File: config.mk
export PLATFORM = sky130hd
export DESIGN_NAME = calo_energy_calibration
export DESIGN_NICKNAME = d
export VERILOG_FILES = /design/src/hw/rtl/cec_pkg.sv /design/src/hw/rtl/cec_front.sv /design/src/hw/rtl/cec_queue.sv /design/src/hw/rtl/cec_back.sv /design/src/hw/rtl/calo_energy_calibration.sv
export SDC_FILE = /design/constraint.sdc
export NUM_CORES = 2
export LEC_CHECK = 0
export ABC_CLOCK_PERIOD_IN_PS = 22700
export BUFFER_PORTS_ARGS = -buffer_cell sky130_fd_sc_hd__buf_2
export CAP_MARGIN = 5
export CORE_MARGIN = 2
export CORE_UTILIZATION = 40
export CTS_CLUSTER_DIAMETER = 150
export DETAILED_ROUTE_END_ITERATION = 10
export GPL_TIMING_DRIVEN = 0
export PLACE_DENSITY_LB_ADDON = 0.1
export SLEW_MARGIN = 20
export SYNTH_ARGS = -nofsm -noshare
export SYNTH_HDL_FRONTEND = slang
export SYNTH_HIERARCHICAL = 1
export SYNTH_SLANG_ARGS = --single-unit
File: constraint.sdc
create_clock -name i_clk -period 22.7 [get_ports i_clk]
set_input_delay 2.27 -clock i_clk [delete_from_list [all_inputs] [get_ports i_clk]]
set_output_delay 2.27 -clock i_clk [all_outputs]
set_load 0.02 [all_outputs]
File: src/hw/rtl/cec_pkg.sv
// ----------------------------------------------------------------------------
// cec_pkg: calorimeter energy calibration package
// widths, calibration curves, divider constants and the work item type
// ----------------------------------------------------------------------------
package cec_pkg;

    localparam int RAW_W            = 20;
    localparam int FACTOR_W         = 16;
    localparam int CORR_W           = 24;
    localparam int CODE_W           = 2;
    localparam int PID_W            = 3;
    localparam int ENERGY_FRAC_BITS = 4;
    localparam int FACTOR_FRAC_BITS = 12;

    localparam int EM_POINTS  = 12;
    localparam int HAD_POINTS = 9;
    localparam int MAX_POINTS = (EM_POINTS > HAD_POINTS) ? EM_POINTS : HAD_POINTS;
    localparam int SEG_W      = $clog2(MAX_POINTS);

    // breakpoints in whole MeV, factors in Q4.12
    localparam logic [15:0] EM_X_MEV [EM_POINTS] = '{
        16'd250, 16'd750, 16'd1250, 16'd1750, 16'd2250, 16'd2750,
        16'd3250, 16'd3750, 16'd4250, 16'd4750, 16'd5250, 16'd5750};
    localparam logic [FACTOR_W-1:0] EM_Y_Q12 [EM_POINTS] = '{
        16'd4813, 16'd4178, 16'd4055, 16'd4035, 16'd3994, 16'd3994,
        16'd3932, 16'd3850, 16'd3564, 16'd3277, 16'd2990, 16'd2724};
    localparam logic [15:0] HAD_X_MEV [HAD_POINTS] = '{
        16'd25, 16'd75, 16'd125, 16'd175, 16'd225, 16'd275, 16'd325, 16'd375, 16'd425};
    localparam logic [FACTOR_W-1:0] HAD_Y_Q12 [HAD_POINTS] = '{
        16'd34570, 16'd30228, 16'd31785, 16'd34959, 16'd38789,
        16'd42803, 16'd42885, 16'd39772, 16'd36332};

    // both curves have evenly spaced breakpoints: one segment width per curve
    localparam int EM_DX  = (int'(EM_X_MEV[1]) - int'(EM_X_MEV[0])) << ENERGY_FRAC_BITS;
    localparam int HAD_DX = (int'(HAD_X_MEV[1]) - int'(HAD_X_MEV[0])) << ENERGY_FRAC_BITS;
    localparam int MAX_DX = (EM_DX > HAD_DX) ? EM_DX : HAD_DX;
    localparam int MIN_DX = (EM_DX < HAD_DX) ? EM_DX : HAD_DX;

    // offset into segment reaches dx itself at the last breakpoint
    localparam int T_W   = $clog2(MAX_DX + 1);
    localparam int NUM_W = FACTOR_W + T_W + 1;

    // reciprocal scaled by 2^NUM_W: quotient estimate is low by at most one
    localparam longint unsigned EM_RECIP_FULL  = (64'd1 << NUM_W) / EM_DX;
    localparam longint unsigned HAD_RECIP_FULL = (64'd1 << NUM_W) / HAD_DX;
    localparam longint unsigned MAX_RECIP      = (64'd1 << NUM_W) / MIN_DX;
    localparam int RECIP_W = $clog2(MAX_RECIP + 1);

    localparam logic [RECIP_W-1:0] EM_RECIP  = RECIP_W'(EM_RECIP_FULL);
    localparam logic [RECIP_W-1:0] HAD_RECIP = RECIP_W'(HAD_RECIP_FULL);
    localparam logic [T_W-1:0]     EM_DXV    = T_W'(EM_DX);
    localparam logic [T_W-1:0]     HAD_DXV   = T_W'(HAD_DX);
    localparam logic [NUM_W-1:0]   EM_HALF   = NUM_W'(EM_DX / 2);
    localparam logic [NUM_W-1:0]   HAD_HALF  = NUM_W'(HAD_DX / 2);

    localparam logic MODE_EM  = 1'b0;
    localparam logic MODE_HAD = 1'b1;

    localparam logic [PID_W-1:0] PID_EM  = 3'd2;
    localparam logic [PID_W-1:0] PID_HAD = 3'd4;

    typedef enum logic [CODE_W-1:0] {
        RANGE_INTERP = 2'd0,
        RANGE_BELOW  = 2'd1,
        RANGE_ABOVE  = 2'd2
    } t_range;

    localparam int QUEUE_DEPTH = 4;
    localparam int QPTR_W      = $clog2(QUEUE_DEPTH);

    // classified item: factor = y0 +/- round(d * t / dx)
    typedef struct packed {
        logic                mode;
        logic [RAW_W-1:0]    raw;
        t_range              code;
        logic [FACTOR_W-1:0] y0;
        logic [FACTOR_W-1:0] d;
        logic                neg;
        logic [T_W-1:0]      t;
    } t_work;

endpackage

File: src/hw/rtl/cec_front.sv
// ----------------------------------------------------------------------------
// cec_front: curve classification
// finds the range and segment of a raw energy and its interpolation terms
// ----------------------------------------------------------------------------
module cec_front (
    input  logic                         i_mode,
    input  logic [cec_pkg::RAW_W-1:0]    i_raw,
    output cec_pkg::t_work               o_work
);

    function automatic logic [cec_pkg::RAW_W-1:0] em_bp(input int idx);
        return cec_pkg::RAW_W'(32'(cec_pkg::EM_X_MEV[idx]) << cec_pkg::ENERGY_FRAC_BITS);
    endfunction

    function automatic logic [cec_pkg::RAW_W-1:0] had_bp(input int idx);
        return cec_pkg::RAW_W'(32'(cec_pkg::HAD_X_MEV[idx]) << cec_pkg::ENERGY_FRAC_BITS);
    endfunction

    cec_pkg::t_work em_work;
    cec_pkg::t_work had_work;

    // electromagnetic curve
    always_comb begin
        logic [cec_pkg::SEG_W-1:0]    seg;
        logic [cec_pkg::FACTOR_W-1:0] y0;
        logic [cec_pkg::FACTOR_W-1:0] y1;
        logic [cec_pkg::RAW_W-1:0]    x0;
        seg = '0;
        for (int i = 1; i <= cec_pkg::EM_POINTS - 2; i++) begin
            if (i_raw >= em_bp(i)) begin
                seg = cec_pkg::SEG_W'(i);
            end
        end
        x0 = em_bp(int'(seg));
        y0 = cec_pkg::EM_Y_Q12[seg];
        y1 = cec_pkg::EM_Y_Q12[int'(seg) + 1];
        em_work.mode = cec_pkg::MODE_EM;
        em_work.raw  = i_raw;
        if (i_raw < em_bp(0)) begin
            em_work.code = cec_pkg::RANGE_BELOW;
            em_work.y0   = cec_pkg::EM_Y_Q12[0];
            em_work.d    = '0;
            em_work.neg  = 1'b0;
            em_work.t    = '0;
        end else if (i_raw > em_bp(cec_pkg::EM_POINTS - 1)) begin
            em_work.code = cec_pkg::RANGE_ABOVE;
            em_work.y0   = cec_pkg::EM_Y_Q12[cec_pkg::EM_POINTS - 1];
            em_work.d    = '0;
            em_work.neg  = 1'b0;
            em_work.t    = '0;
        end else begin
            em_work.code = cec_pkg::RANGE_INTERP;
            em_work.y0   = y0;
            em_work.neg  = (y1 < y0);
            em_work.d    = (y1 < y0) ? (y0 - y1) : (y1 - y0);
            em_work.t    = cec_pkg::T_W'(i_raw - x0);
        end
    end

    // hadronic curve
    always_comb begin
        logic [cec_pkg::SEG_W-1:0]    seg;
        logic [cec_pkg::FACTOR_W-1:0] y0;
        logic [cec_pkg::FACTOR_W-1:0] y1;
        logic [cec_pkg::RAW_W-1:0]    x0;
        seg = '0;
        for (int i = 1; i <= cec_pkg::HAD_POINTS - 2; i++) begin
            if (i_raw >= had_bp(i)) begin
                seg = cec_pkg::SEG_W'(i);
            end
        end
        x0 = had_bp(int'(seg));
        y0 = cec_pkg::HAD_Y_Q12[seg];
        y1 = cec_pkg::HAD_Y_Q12[int'(seg) + 1];
        had_work.mode = cec_pkg::MODE_HAD;
        had_work.raw  = i_raw;
        if (i_raw < had_bp(0)) begin
            had_work.code = cec_pkg::RANGE_BELOW;
            had_work.y0   = cec_pkg::HAD_Y_Q12[0];
            had_work.d    = '0;
            had_work.neg  = 1'b0;
            had_work.t    = '0;
        end else if (i_raw > had_bp(cec_pkg::HAD_POINTS - 1)) begin
            had_work.code = cec_pkg::RANGE_ABOVE;
            had_work.y0   = cec_pkg::HAD_Y_Q12[cec_pkg::HAD_POINTS - 1];
            had_work.d    = '0;
            had_work.neg  = 1'b0;
            had_work.t    = '0;
        end else begin
            had_work.code = cec_pkg::RANGE_INTERP;
            had_work.y0   = y0;
            had_work.neg  = (y1 < y0);
            had_work.d    = (y1 < y0) ? (y0 - y1) : (y1 - y0);
            had_work.t    = cec_pkg::T_W'(i_raw - x0);
        end
    end

    assign o_work = (i_mode == cec_pkg::MODE_HAD) ? had_work : em_work;

endmodule

File: src/hw/rtl/cec_queue.sv
// ----------------------------------------------------------------------------
// cec_queue: work queue
// short first-in first-out buffer between classification and arithmetic
// ----------------------------------------------------------------------------
module cec_queue (
    input  logic           i_clk,
    input  logic           i_rst_n,
    input  logic           i_push,
    input  cec_pkg::t_work i_push_data,
    output logic           o_full,
    input  logic           i_pop,
    output logic           o_valid,
    output cec_pkg::t_work o_pop_data
);

    cec_pkg::t_work                r_slot [cec_pkg::QUEUE_DEPTH];
    logic [cec_pkg::QPTR_W-1:0]    r_wr_ptr;
    logic [cec_pkg::QPTR_W-1:0]    r_rd_ptr;
    logic [cec_pkg::QPTR_W:0]      r_count;
    logic [cec_pkg::QPTR_W:0]      n_count;

    assign o_full     = (r_count == (cec_pkg::QPTR_W + 1)'(cec_pkg::QUEUE_DEPTH));
    assign o_valid    = (r_count != '0);
    assign o_pop_data = r_slot[r_rd_ptr];

    always_comb begin
        n_count = r_count;
        if (i_push && !i_pop) begin
            n_count = r_count + 1'b1;
        end else if (!i_push && i_pop) begin
            n_count = r_count - 1'b1;
        end
    end

    always_ff @(posedge i_clk) begin
        if (!i_rst_n) begin
            r_wr_ptr <= '0;
            r_rd_ptr <= '0;
            r_count  <= '0;
        end else begin
            r_count <= n_count;
            if (i_push) begin
                r_wr_ptr <= r_wr_ptr + 1'b1;
            end
            if (i_pop) begin
                r_rd_ptr <= r_rd_ptr + 1'b1;
            end
        end
    end

    always_ff @(posedge i_clk) begin
        if (i_push) begin
            r_slot[r_wr_ptr] <= i_push_data;
        end
    end

endmodule

File: src/hw/rtl/cec_back.sv
// ----------------------------------------------------------------------------
// cec_back: interpolation and correction pipeline
// six stages: product, reciprocal multiply, remainder, factor, energy, output
// ----------------------------------------------------------------------------
module cec_back (
    input  logic                          i_clk,
    input  logic                          i_rst_n,
    input  logic                          i_work_valid,
    input  cec_pkg::t_work                i_work,
    output logic                          o_work_take,
    output logic                          o_tvalid,
    input  logic                          i_tready,
    output logic [cec_pkg::CORR_W-1:0]    o_energy,
    output logic [cec_pkg::FACTOR_W-1:0]  o_factor,
    output cec_pkg::t_range               o_code,
    output logic [cec_pkg::PID_W-1:0]     o_pid
);

    localparam int QDX_W  = cec_pkg::RECIP_W + cec_pkg::T_W;
    localparam int QM_W   = cec_pkg::NUM_W + cec_pkg::RECIP_W;
    localparam int PROD_W = cec_pkg::RAW_W + cec_pkg::FACTOR_W;
    localparam int SH_W   = PROD_W - cec_pkg::FACTOR_FRAC_BITS;

    typedef struct packed {
        logic                         mode;
        logic [cec_pkg::RAW_W-1:0]    raw;
        cec_pkg::t_range              code;
        logic [cec_pkg::FACTOR_W-1:0] y0;
        logic [cec_pkg::FACTOR_W-1:0] d;
        logic                         neg;
    } t_carry;

    logic [5:0]                      r_vld;
    logic                            move;

    t_carry                          r_c1, r_c2, r_c3, r_c4, r_c5;
    logic [cec_pkg::NUM_W-1:0]       r_num1, r_num2;
    logic [cec_pkg::RECIP_W-1:0]     r_q2, r_q3;
    logic [cec_pkg::NUM_W-1:0]       r_rem3;
    logic [cec_pkg::FACTOR_W-1:0]    r_fac4, r_fac5;
    logic [SH_W-1:0]                 r_sh5;

    logic [cec_pkg::NUM_W-1:0]       n_num1;
    logic [cec_pkg::RECIP_W-1:0]     n_q2;
    logic [cec_pkg::NUM_W-1:0]       n_rem3;
    logic [cec_pkg::FACTOR_W-1:0]    n_fac4;
    logic [SH_W-1:0]                 n_sh5;
    logic [cec_pkg::CORR_W-1:0]      n_energy;
    t_carry                          n_c1;

    // whole pipe advances unless the output register is held
    assign move        = !r_vld[5] || i_tready;
    assign o_work_take = move && i_work_valid;
    assign o_tvalid    = r_vld[5];

    // stage 1: d * t plus half a segment
    always_comb begin
        logic [cec_pkg::NUM_W-1:0] half;
        half = (i_work.mode == cec_pkg::MODE_HAD) ? cec_pkg::HAD_HALF : cec_pkg::EM_HALF;
        n_num1 = cec_pkg::NUM_W'(i_work.d) * cec_pkg::NUM_W'(i_work.t) + half;
        n_c1.mode = i_work.mode;
        n_c1.raw  = i_work.raw;
        n_c1.code = i_work.code;
        n_c1.y0   = i_work.y0;
        n_c1.d    = i_work.d;
        n_c1.neg  = i_work.neg;
    end

    // stage 2: quotient estimate through the reciprocal
    always_comb begin
        logic [cec_pkg::RECIP_W-1:0] recip;
        logic [QM_W-1:0]             qm;
        recip = (r_c1.mode == cec_pkg::MODE_HAD) ? cec_pkg::HAD_RECIP : cec_pkg::EM_RECIP;
        qm    = QM_W'(r_num1) * QM_W'(recip);
        n_q2  = qm[cec_pkg::NUM_W +: cec_pkg::RECIP_W];
    end

    // stage 3: remainder against the estimate
    always_comb begin
        logic [cec_pkg::T_W-1:0] dx;
        logic [QDX_W-1:0]        qdx;
        dx     = (r_c2.mode == cec_pkg::MODE_HAD) ? cec_pkg::HAD_DXV : cec_pkg::EM_DXV;
        qdx    = QDX_W'(r_q2) * QDX_W'(dx);
        n_rem3 = r_num2 - cec_pkg::NUM_W'(qdx);
    end

    // stage 4: fix the quotient, clamp to the span, apply to the left factor
    always_comb begin
        logic [cec_pkg::T_W-1:0]      dx;
        logic [cec_pkg::RECIP_W:0]    q_fix;
        logic [cec_pkg::FACTOR_W-1:0] step;
        dx    = (r_c3.mode == cec_pkg::MODE_HAD) ? cec_pkg::HAD_DXV : cec_pkg::EM_DXV;
        q_fix = (cec_pkg::RECIP_W + 1)'(r_q3);
        if (r_rem3 >= cec_pkg::NUM_W'(dx)) begin
            q_fix = q_fix + 1'b1;
        end
        if (q_fix > (cec_pkg::RECIP_W + 1)'(r_c3.d)) begin
            step = r_c3.d;
        end else begin
            step = cec_pkg::FACTOR_W'(q_fix);
        end
        n_fac4 = r_c3.neg ? (r_c3.y0 - step) : (r_c3.y0 + step);
    end

    // stage 5: raw energy times factor, rounded
    always_comb begin
        logic [PROD_W-1:0] prod;
        prod  = PROD_W'(r_c4.raw) * PROD_W'(r_fac4)
              + PROD_W'(1 << (cec_pkg::FACTOR_FRAC_BITS - 1));
        n_sh5 = prod[PROD_W-1:cec_pkg::FACTOR_FRAC_BITS];
    end

    // stage 6: saturate
    always_comb begin
        if ((SH_W + 1)'(r_sh5) > (SH_W + 1)'({cec_pkg::CORR_W{1'b1}})) begin
            n_energy = '1;
        end else begin
            n_energy = cec_pkg::CORR_W'(r_sh5);
        end
    end

    always_ff @(posedge i_clk) begin
        if (!i_rst_n) begin
            r_vld <= '0;
        end else if (move) begin
            r_vld <= {r_vld[4:0], i_work_valid};
        end
    end

    always_ff @(posedge i_clk) begin
        if (move) begin
            r_c1     <= n_c1;
            r_num1   <= n_num1;
            r_c2     <= r_c1;
            r_num2   <= r_num1;
            r_q2     <= n_q2;
            r_c3     <= r_c2;
            r_q3     <= r_q2;
            r_rem3   <= n_rem3;
            r_c4     <= r_c3;
            r_fac4   <= n_fac4;
            r_c5     <= r_c4;
            r_fac5   <= r_fac4;
            r_sh5    <= n_sh5;
            o_energy <= n_energy;
            o_factor <= r_fac5;
            o_code   <= r_c5.code;
            o_pid    <= (r_c5.mode == cec_pkg::MODE_HAD) ? cec_pkg::PID_HAD : cec_pkg::PID_EM;
        end
    end

endmodule

File: src/hw/rtl/calo_energy_calibration.sv
// ----------------------------------------------------------------------------
// calo_energy_calibration: per-cluster calorimeter energy calibration
// path: each beat is queued, then passes the arithmetic pipe to the output register
// throughput: one beat per cycle while the output is not stalled, set by the six-stage arithmetic pipe
// reset: synchronous active low, empties the queue and clears all valids
// ----------------------------------------------------------------------------
module calo_energy_calibration (
    input  logic        i_clk,
    input  logic        i_rst_n,
    // input stream
    input  logic        s_axis_tvalid,
    output logic        s_axis_tready,
    input  logic [23:0] s_axis_tdata,   // [19:0] raw_energy, [23:20] zero
    input  logic        s_axis_tuser,   // [0] mode
    // output stream
    output logic        m_axis_tvalid,
    input  logic        m_axis_tready,
    output logic [39:0] m_axis_tdata,   // [23:0] corrected_energy, [39:24] correction_factor
    output logic [4:0]  m_axis_tuser    // [1:0] range_code, [4:2] pid_bits
);

    // front end: classify the beat against the selected curve
    cec_pkg::t_work front_work;
    cec_pkg::t_work queue_work;
    logic           queue_full;
    logic           queue_valid;
    logic           back_take;
    logic           push;

    logic [cec_pkg::CORR_W-1:0]   out_energy;
    logic [cec_pkg::FACTOR_W-1:0] out_factor;
    cec_pkg::t_range              out_code;
    logic [cec_pkg::PID_W-1:0]    out_pid;

    // beat accepted whenever the queue has a free slot
    assign s_axis_tready = !queue_full;
    assign push          = s_axis_tvalid && !queue_full;

    cec_front u_front (
        .i_mode (s_axis_tuser),
        .i_raw  (s_axis_tdata[cec_pkg::RAW_W-1:0]),
        .o_work (front_work)
    );

    // queue decouples classification from the arithmetic pipe
    cec_queue u_queue (
        .i_clk       (i_clk),
        .i_rst_n     (i_rst_n),
        .i_push      (push),
        .i_push_data (front_work),
        .o_full      (queue_full),
        .i_pop       (back_take),
        .o_valid     (queue_valid),
        .o_pop_data  (queue_work)
    );

    // back end: interpolation divide, factor, energy product, output register
    cec_back u_back (
        .i_clk        (i_clk),
        .i_rst_n      (i_rst_n),
        .i_work_valid (queue_valid),
        .i_work       (queue_work),
        .o_work_take  (back_take),
        .o_tvalid     (m_axis_tvalid),
        .i_tready     (m_axis_tready),
        .o_energy     (out_energy),
        .o_factor     (out_factor),
        .o_code       (out_code),
        .o_pid        (out_pid)
    );

    // pack result fields, highest field listed first
    assign m_axis_tdata = {out_factor, out_energy};
    assign m_axis_tuser = {out_pid, out_code};

endmodule

==> flow_summary.toml <==
[synthesis]
synth_area_leader_cell = "edfxtp_1"
synth_top_area_frac = 0.323
synth.most_common_cell = "inv_1"
synthTopCellsByCount = "1124 x inv_1, 851 x fa_1, 702 x edfxtp_1"
async_flop_share = 0
netlist_area_um2 = 65200
synthTopCellsByArea = "edfxtp_1 32%, fa_1 26%, ha_1 13%"
synth_edf_count = 702
synth_seq_cells = 717
yosys_warnings = 6
synth_cells = 5637
synth_flop_cell = "edfxtp_1"
ys_types = 100
syn_area_per_cell_um2 = 11.6
ys_seq_area_frac = 0.328

[cts]
clockRootBuffer = "clkbuf_16"
clkTransAtPathRegs_ns = 0.06
clock-sinks = 717
post-cts-setup-buffers = 0
ctsLongestPathBuffers = 3
cts_tree = "built"
h-tree-depth = 3
cts_inserted_buffers = 82
cts_hold_buf = 0
clkLatencyLatePin_ns = 0.71
post_cts_resize_count = 0

[min_path]
hold_class = "flop to flop"
min-delay-start = "u_back/r_c2[10]"

[timing]
setup_total_negative_slack_ns = 0
min_period_ns = 9.84
rsz0062_at_grt = "no"
period_share = 0.434
tightest_slew_ns = 0.971
clock.fmax_ghz = 0.102
finalSetupViolations = 0
finalMaxSlewViolations = 0
max-slew-margin-rel = 0.345
finalHoldViolCount = 0
skew_ns = 0.0441

[die]
dieArea_um2 = 166000
start_util = 0.402
io_pins = 76
fp.dieW_um = 408
core-area_um2 = 162000
fp-row-count = 148
die_height_um = 408

[global_route]
first_global_vias = 41825
grt_usage = 0.197
globalRoute.totalOverflow = 0
grt_start_max_net_pins = 108
antenna_found_initial = 8
grt_pass1_wl_um = 250000

[worst_setup_path]
crit_family = "compound AO/OA/AOI/OAI gates"
arrival_ns = 10.19
crit_buf_inv = 9
cp-start-kind = "primary input"
critPathKind = "primary input to flop"
crit_fanout = 10
r2r-start = "u_back/r_c3[55]"
cp.required_ns = 23.05
critPathLaunch = "s_axis_tdata[5]"
cpPeakStageDelay_ns = 0.60
slowest_stage = "a211oi_2"
crit_path_end_kind = "flop"

[detailed_routing]
ant_nets = 0
drc = 0
first_iter_violations = 2420
drt_pass1_iterations = 7
wire_per_inst_um = 19.9
vias = 40013
drt_wl_total_um = 161000
viasPerCell = 4.94

[layout]
nets = 7395
drive_above_1_share = 0.0620
fill_cells = 15428
area_growth_pct = 9.86

[place]
place_congestion = 0.902
numPortBuffers = 68
hpwl_um = 129000

[outcome]
status = "complete, no violations"

[job]
drv_cap = 0
[path summary, 6_finish.rpt]
| path | to | slack, ns | cells past startpoint |
|---|---|---|---|
| max | u_queue/r_slot[2][29] | 12.86 | 29 |
| min | u_back/r_c3[10] | 0.40 | 0 |
| min reg2reg | u_back/r_c3[10] | 0.40 | 0 |
| max reg2reg | u_back/r_fac4[15] | 13.33 | 33 |
[metal layers]
layer | track usage | share of wire | vias up
met1 | 0.286 | 0.47 | 20174
met4 | 0.0515 | 0.026 | 0
met2 | 0.311 | 0.46 | 827
li1 | - | - | 18833
met3 | 0.0267 | 0.045 | 179
met5 | 0 | 0 | -
[registers in the layout, summed over array words and instances (netlist names), named ones only]
signal            count
u_back/o_energy      24
u_back/o_pid          2
u_queue/r_wr_ptr      2
u_back/r_c4          23
u_back/r_num2        30
u_back/r_q3          21
u_back/r_fac4        16
u_back/r_c1          56
u_back/r_rem3        30
u_back/r_fac5        16
u_back/r_c5           3
u_back/r_c3          56
u_queue/r_count       3
u_back/r_num1        30
u_queue/r_rd_ptr      2
u_back/r_c2          56
u_queue/r_slot      276
u_back/r_q2          21
u_back/o_factor      16
u_back/o_code         2
u_back/r_vld          6
u_back/n_energy      24
[worst reg2reg max path, delay by kind of cell (launching register included)]
| family | cells | cell delay [ns] |
|---|---|---|
| compound gates | 16 | 4.34 |
| fa+ha+maj | 3 | 0.93 |
| simple gates | 7 | 1.33 |
| xor+xnor | 3 | 1.21 |
| buf+inv | 4 | 0.80 |
| flops | 1 | 0.52 |
[kinds of logic (layout without fill, tap and decap cells)]
family / count (synthesis) / after routing / synth area share
AND/OR/NAND/NOR: 1204 / 1204 / 0.0895
AO/OA/AOI/OAI: 594 / 594 / 0.0601
flip-flops: 717 / 717 / 0.328
multiplexers: 105 / 105 / 0.0297
buffers and inverters: 1314 / 1543 / 0.0786
XOR/XNOR: 183 / 183 / 0.0248
other: 3 / 54 / 0.000173
adder cells (fa/ha/maj): 1517 / 1517 / 0.389
[final cells by class]
class | count | area (um^2) | share of cell area
flip-flops and latches | 717 | 21400 | 0.299
clock inverters | 59 | 776 | 0.0108
multi-input cells | 3656 | 38900 | 0.543
inverters | 1126 | 4230 | 0.0591
plain buffers | 188 | 895 | 0.0125
clock buffers | 92 | 2130 | 0.0298
well taps | 2175 | 2720 | 0.0380
diodes | 1 | 2.50 | 0.0000349
repair buffers | 78 | 576 | 0.00804
[cells in the final DEF (no fill, tap or decap), types with 31 or more instances in the layout]
master,instances
xnor2_1,130
xor2_1,52
a21oi_1,154
o21ai_0,111
nand3_1,49
nor2_1,169
clkbuf_16,84
nand2_1,497
a21o_1,57
buf_2,77
ha_1,666
nor3_1,47
inv_1,1123
fa_1,851
buf_4,31
o21a_1,31
mux4_2,69
and2_1,236
conb_1,53
edfxtp_1,702
nand2b_1,66
clkbuf_1,150
[per-stage QoR]
stage	cells	instance area (um^2)	hold WS (ns)	setup WS, ns	util
floorplan	5687	65400	0.400	10.16	-
global placement	7930	68400	0.401	6.49	0.422
detailed placement	7940	68700	0.405	12.22	0.424
CTS	8091	71600	0.397	12.96	0.441
global route	8091	71600	0.417	12.25	0.441
finish	8092	71600	0.399	12.86	0.441
Power is left out: the tool's default activity adds up to more than one toggle a clock period on the data nets, which glitch-free logic cannot reach.
